### config.mk
export PLATFORM = sky130hd
export DESIGN_NAME = ffba_cell
export DESIGN_NICKNAME = d
export VERILOG_FILES = /design/src/rtl/ffba_pkg.sv /design/src/rtl/ffba_cell.sv
export SDC_FILE = /design/constraint.sdc
export NUM_CORES = 1
export LEC_CHECK = 0
export BUFFER_PORTS_ARGS = -buffer_cell sky130_fd_sc_hd__buf_2
export CAP_MARGIN = 20
export CORE_UTILIZATION = 40
export DETAILED_ROUTE_END_ITERATION = 16
export PLACE_DENSITY = 0.68
export SLEW_MARGIN = 20
export SYNTH_ARGS = -nofsm -noshare
export SYNTH_HDL_FRONTEND = slang
export SYNTH_SLANG_ARGS = --single-unit
### constraint.sdc
create_clock -name clk -period 2.51 [get_ports clk]
set_input_delay 0.502 -clock clk [delete_from_list [all_inputs] [get_ports clk]]
set_output_delay 0.502 -clock clk [all_outputs]
set_load 0.05 [all_outputs]
### src/rtl/ffba_pkg.sv
// Package: shared constants, codes and types of the block allocator.
package ffba_pkg;
  localparam int NUM_BLOCKS_DEF  = 256;
  localparam int BLOCK_BYTES_DEF = 4096;

  localparam logic [1:0] OP_ALLOC  = 2'd0;
  localparam logic [1:0] OP_FREE   = 2'd1;
  localparam logic [1:0] OP_COUNT  = 2'd2;
  localparam logic [1:0] OP_UNUSED = 2'd3;

  localparam logic [1:0] ST_OK      = 2'd0;
  localparam logic [1:0] ST_NOFIT   = 2'd1;
  localparam logic [1:0] ST_OUTSIDE = 2'd2;

  typedef enum logic [2:0] {
    S_IDLE,
    S_TAG,
    S_SCAN,
    S_APPLY,
    S_OUT
  } state_t;

  // Command broadcast to every cell in a cycle.
  typedef struct packed {
    logic        clr;      // clear of used bit and tag
    logic        sel_tag;  // capture own tag on the lookup bus
    logic        do_free;  // clear used if tag matches key
    logic        do_mark;  // mark used and write tag if in marked range
  } cell_cmd_t;
endpackage

### src/rtl/ffba_cell.sv
// Cell: one block's used bit and tag, with shift stage for the scan chain.
module ffba_cell (
  input  logic                clk,
  input  logic                rst_n,
  input  ffba_pkg::cell_cmd_t cmd,
  input  logic                sel,       // this block is the addressed one
  input  logic [31:0]         key,
  input  logic                in_range,  // inside the range being marked
  input  logic [31:0]         new_tag,
  input  logic                load,      // load shift stage from used bit
  input  logic                shift,     // advance scan chain
  input  logic                sh_in,     // from upper neighbor
  output logic                sh_out,
  output logic [31:0]         tag_sel,   // own tag when selected, else zero
  output logic                match      // tag equals key
);
  logic        used_r, used_nxt;
  logic [31:0] tag_r, tag_nxt;
  logic        sh_r, sh_nxt;

  assign match   = (tag_r == key);
  assign tag_sel = sel ? tag_r : 32'd0;
  assign sh_out  = sh_r;

  always_comb begin
    used_nxt = used_r;
    tag_nxt  = tag_r;
    sh_nxt   = sh_r;
    if (cmd.clr) begin
      used_nxt = 1'b0;
      tag_nxt  = 32'd0;
    end else if (cmd.do_free && match) begin
      used_nxt = 1'b0;
    end else if (cmd.do_mark && in_range) begin
      used_nxt = 1'b1;
      tag_nxt  = new_tag;
    end
    if (load) sh_nxt = used_r;
    else if (shift) sh_nxt = sh_in;
  end

  always_ff @(posedge clk) begin
    if (!rst_n) begin
      used_r <= 1'b0;
      tag_r  <= 32'd0;
      sh_r   <= 1'b1;
    end else begin
      used_r <= used_nxt;
      tag_r  <= tag_nxt;
      sh_r   <= sh_nxt;
    end
  end
endmodule

==> impl_metrics.py, run 1 <==
metrics = {
    "layout": {
        "final_common_cell": "buf_2",
        "fin_cells": 514,
        "diodes": 0,
        "post-route-cell-area_um2": 3360,
        "layout_common_cells": "106 x buf_2, 64 x nand3_1, 34 x and2_1, 34 x dfxtp_1, 33 x a21oi_1",
        "area_growth_pct": 25.4,
        "drive_above_1_share_pct": 30.2,
        "fillers": 634,
        "nets": 512,
    },
    "synth": {
        "synth_warnings": 0,
        "syn_area_um2": 2680,
        "synthFlopType": "dfxtp_1",
        "synth.ff_latch_count": 34,
        "synthArstFlopShare_pct": 0,
        "syn_area_per_cell_um2": 7.60,
        "seq_area_frac_synth_pct": 25.4,
        "syn_nets": 427,
        "synth_cell_types": 21,
        "synth_edf_count": 0,
        "synthCells": 352,
    },
    "power_and_ir_drop": {
        "p_leak_uw": 0.00140,
        "peakVddDrop_mv": 0.212,
        "finalPower_uw": 1300,
        "power_density_nw_per_um2": 386,
    },
    "status": {
        "outcome": "complete, no violations",
    },
    "route": {
        "via_per_inst": 6.06,
        "post_drt_wl_per_cell_um": 17.6,
        "ant_nets": 0,
        "wirelength_mm": 9.05,
        "drt_iter0_markers": 249,
        "firstDrtPassIters": 5,
        "drc": 0,
        "dr_total_vias": 3117,
    },
    "clock_network": {
        "cts_buffers": 5,
        "cts_tree": "built",
        "h-tree-depth": 2,
        "clk_latency_ns": 0.29,
        "clock-sinks": 34,
        "clock_path_buffers": 2,
        "clk_pin_slew_ns": 0.08,
        "post-cts-setup-buffers": 0,
        "clock-root-buffer": "clkbuf_8",
    },
    "placed_design": {
        "place_inst": 507,
        "dp_hpwl_mm": 5.99,
        "placed_cell_area_um2": 3270,
        "gp_congestion": 0.814,
        "dp_slack_ns": 0.130,
        "numPortBuffers": 107,
    },
    "critical_path": {
        "slowest_stage": "dfxtp_1",
        "worst_ep_required_time_ns": 2.01,
        "crit_chain": "xnor2_1 -> nand4_1 -> nor4_4 -> and2_1 -> clkbuf_4",
        "critPathMaxStageDelay_ns": 0.34,
        "path_buf_inv": 1,
        "crit_type": "register to primary output",
        "crit_start": "tag_r[29]$_SDFFE_PP0P_",
        "cp_max_fo": 4,
        "worstSetupEndpointType": "primary output",
        "critPathLaunchType": "register",
        "path_delay_family": "simple AND/OR/NAND/NOR gates",
        "reg2reg_from": "tag_r[29]$_SDFFE_PP0P_",
        "arrival_ns": 1.90,
        "cp.depth": 5,
        "reg2reg_depth": 6,
    },
    "sta": {
        "slew_violations": 0,
        "setup_tns_ns": 0,
        "setup_viol": 0,
        "worst_slack_ns": 0.106,
        "fmax_ghz": 0.416,
        "finalCritPeriodShare_pct": 95.8,
        "worstMarginPinSlew_ns": 0.553,
        "relSlewSlack_pct": 63.1,
        "min_period_ns": 2.40,
        "skew_ns": 0.00658,
        "rsz0062_at_grt": "no",
        "hold_viol": 0,
    },
    "global_route": {
        "grt_overflow": 0,
        "grt_pass1_vias": 2885,
        "grt_pass1_wl_mm": 14.5,
        "track_usage_pct": 25.5,
        "grt_max_degree": 35,
        "antenna_found_initial": 0,
    },
    "die": {
        "rows": 29,
        "start_util_pct": 41.9,
        "io_pins": 109,
        "core_region_area_um2": 6390,
        "dieArea_um2": 7020,
        "die_height_um": 83.8,
        "die_w_um": 83.8,
    },
    "flow_run": {
        "maxCapViolations": 0,
    },
    "min_path": {
        "holdPathStages": 2,
        "hold_path_startpoint": "rst_n",
        "hold_class": "input pin to register",
    },
}
==> flip-flops by register name, summed over array words and instances (netlist names) <==
register  count
used_r        1
sh_out        1
tag_r        32
==> routing by layer <==
metal / vias to the layer above / GRT usage (%) / part of all wire [%]
met4: 0 / 7.40 / 1.2
met2: 170 / 42.6 / 47
met3: 10 / 4.75 / 8.7
li1: 1465 / - / -
met5: - / 0 / 0
met1: 1472 / 33.3 / 43
==> layout make-up <==
cell class                      instances  area [µm²]  area share (%)
Clock inverter                          2        10.0           0.298
Sequential cell                        34         681            20.3
Clock buffer                            5        68.8            2.05
Multi-Input combinational cell        277        1860            55.4
Tap cell                               77        96.3            2.87
Timing Repair Buffer                  119         641            19.1
==> cells in the mapped netlist (all sizes together), types with 2 or more instances <==
library cell | number | area share [%]
nand3 | 64 | 12
clkbuf | 35 | 4.9
and2 | 34 | 8.0
dfxtp | 34 | 25
a21oi | 33 | 6.2
and3 | 32 | 7.5
nor4b | 32 | 10
o211ai | 32 | 9.0
xnor2 | 32 | 10
nand4 | 8 | 1.9
buf | 6 | 1.4
nand2 | 2 | 0.28
nor4 | 2 | 0.94
==> worst reg2reg max path, delay by kind of cell, from the launching register on <==
kind                      cells  cell delay (ns)
and+or+nand+nor               3             0.75
buffers and inverters         1             0.38
DFF                           1             0.34
xor gates and xnor gates      1             0.27
AOI/OAI and AO/OA             1             0.17
==> power by group <==
part / switching, µW / internal, µW / total [µW]
registers: 22.9 / 559 / 582
clock network: 216 / 187 / 403
logic: 187 / 124 / 311
==> kinds of logic after synthesis <==
logic type	count (synthesis)	share of synthesized area, %
simple gates	177	41.6
buf+inv	41	6.36
flops	34	25.4
mux	2	0.795
compound gates	66	15.3
xor+xnor	32	10.5
==> final timing paths <==
path                           end  slack (ns)
min            sh_out$_SDFFE_PN1P_        0.41
min reg2reg    sh_out$_SDFFE_PN1P_        0.49
max                          match        0.11
max reg2reg  tag_r[1]$_SDFFE_PP0P_        0.47
==> per-stage QoR <==
step                hold slack, ns  util (%)
floorplan                    0.438         -
global placement             0.467      51.2
detailed placement           0.462      51.2
CTS                          0.407      52.4
global route                 0.414      52.5
finish                       0.406      52.5
==> what timing repair did <==
action	4_1_cts	5_1_grt
endpoints found under the setup margin	0	1
resized for setup	0	2
hold buffers	0	0
No activity file was read; power rests on OpenSTA's default activity.
==> run 2: changes to the inputs <==
CORE_ASPECT_RATIO = 0.75   (was unset)
==> run 2 against run 1 <==
Clock skew shrank 0.0041 ns. Critical path depth did not move. Power shrank 0.29%. Final cell count up 0.58%. Setup slack improved by 0.058 ns. Via count hardly changed. Critical path type unchanged.
==> impl_metrics.py, run 2 (same netlist as run 1, synthesis figures left out) <==
metrics = {
    "layout": {
        "top_register": "tag_r",
        "diodes": 0,
        "final_common_cell": "buf_2",
        "largest_reg_flops": 32,
        "nets": 511,
        "layout_common_cells": "106 x buf_2, 64 x nand3_1, 34 x dfxtp_1",
        "drive_above_1_share_pct": 29.6,
        "area_growth_pct": 25.1,
    },
    "critical_path": {
        "reg2reg_depth": 6,
        "cp.depth": 5,
        "path_buf_inv": 1,
        "path_delay_family": "simple AND/OR/NAND/NOR gates",
        "worstSetupEndpointType": "primary output",
        "cp_max_fo": 4,
        "slowest_stage": "dfxtp_1",
        "worst_ep_required_time_ns": 2.01,
        "crit_chain": "xnor2_1 -> nand4_1 -> nor4_4 -> and2_4 -> clkbuf_4",
        "crit_type": "register to primary output",
        "arrival_ns": 1.84,
        "critPathLaunchType": "register",
        "critPathMaxStageDelay_ns": 0.34,
    },
    "die": {
        "die_w_um": 96.4,
        "io_pins": 109,
        "rows": 25,
        "die_height_um": 72.8,
        "core_region_area_um2": 6380,
        "start_util_pct": 41.9,
        "dieArea_um2": 7020,
    },
    "placed_design": {
        "dp_slack_ns": 0.153,
        "numPortBuffers": 107,
        "gp_congestion": 0.787,
        "dp_hpwl_mm": 6.04,
    },
    "clock_network": {
        "post-cts-setup-buffers": 0,
        "clk_latency_ns": 0.29,
        "clock-sinks": 34,
        "ctsResizeCount": 0,
        "h-tree-depth": 2,
        "cts_buffers": 5,
        "cts_tree": "built",
        "clk_pin_slew_ns": 0.07,
        "clock_path_buffers": 2,
        "clock-root-buffer": "clkbuf_8",
        "hold_buffers": 0,
    },
    "power_and_ir_drop": {
        "p_leak_uw": 0.00138,
        "power_frac_seq_pct": 45.0,
        "peakVddDrop_mv": 0.186,
        "comb_power_share_pct": 24.2,
        "pwr-share-clk_pct": 30.8,
        "p_switching_uw": 419,
        "p_sw_share_pct": 32.4,
        "p_int_uw": 873,
        "power_density_nw_per_um2": 386,
    },
    "global_route": {
        "grt_max_degree": 35,
        "grt_pass1_vias": 2691,
        "antenna_found_initial": 0,
        "grt_overflow": 0,
        "grt_pass1_wl_mm": 13.9,
        "track_usage_pct": 25.7,
    },
    "sta": {
        "setup_viol": 0,
        "skew_ns": 0.00243,
        "hold_viol": 0,
        "fmax_ghz": 0.426,
        "finalCritPeriodShare_pct": 93.5,
        "worst_slack_ns": 0.164,
        "min_period_ns": 2.35,
        "worstMarginPinSlew_ns": 0.526,
        "slew_violations": 0,
        "rsz0062_at_grt": "no",
        "setup_tns_ns": 0,
        "relSlewSlack_pct": 64.9,
    },
    "route": {
        "drt_iter0_markers": 270,
        "via_per_inst": 6.03,
        "post_drt_wl_per_cell_um": 17.7,
        "ant_nets": 0,
        "wirelength_mm": 9.14,
        "dr_total_vias": 3115,
        "drc": 0,
        "firstDrtPassIters": 5,
    },
    "min_path": {
        "hold_class": "input pin to register",
        "holdPathStages": 2,
    },
    "status": {
        "outcome": "complete, no violations",
    },
    "flow_run": {
        "maxCapViolations": 0,
    },
}
## run 2: cell types whose count changed in the layout (fill, tap and decap cells not counted)
cell      before  now
xnor2_1       31   32
clkbuf_1       0    2
clkinv_2       2    0
buf_4         11   10
xnor2_2        1    0
and2_4         0    1
and2_1        34   33
## run 2: power by group through the flow
| stage | logic [µW] | registers, µW | clock network, µW |
|---|---|---|---|
| after CTS | 309 | 581 | 396 |
| after floorplan | 177 | 591 | 0 |
| after global placement | 306 | 592 | 0 |
| after detailed placement | 308 | 593 | 0 |
| after global routing | 332 | 584 | 418 |
| final | 312 | 582 | 398 |
## run 2: routing by layer
layer / global-route usage (%) / part of all wire, % / vias up
met5: 0 / 0 / -
met4: 4.90 / 0.84 / 0
met1: 37.8 / 45 / 1460
met2: 39.6 / 45 / 177
met3: 4.17 / 9.0 / 9
li1: - / - / 1469
## run 2: layout make-up
class                      count  area [µm²]
multi-input combinational    277        1850
fill                         621        3040
timing repair buffer         118         633
tap                           81         101
clock buffer                   7        76.3
sequential                    34         681
## run 2: worst paths after layout
path	start	endpoint	slack (ns)
max	tag_r[26]$_SDFFE_PP0P_	match	0.16
min	rst_n	sh_out$_SDFFE_PN1P_	0.40
max reg2reg	tag_r[26]$_SDFFE_PP0P_	tag_r[31]$_SDFFE_PP0P_	0.52
min reg2reg	used_r$_SDFFE_PP0P_	sh_out$_SDFFE_PN1P_	0.47
## run 2: metrics by stage
step / cell area, µm² / hold WS, ns / cells / total power (µW) / utilization (%)
after global placement: 3260 / 0.460 / 510 / 899 / 51.2
after detailed placement: 3260 / 0.456 / 510 / 901 / 51.2
final: 3350 / 0.397 / 517 / 1290 / 52.4
after floorplan: 2680 / 0.438 / 352 / 768 / -
after CTS: 3340 / 0.400 / 517 / 1290 / 52.4
after global routing: 3350 / 0.413 / 517 / 1330 / 52.4
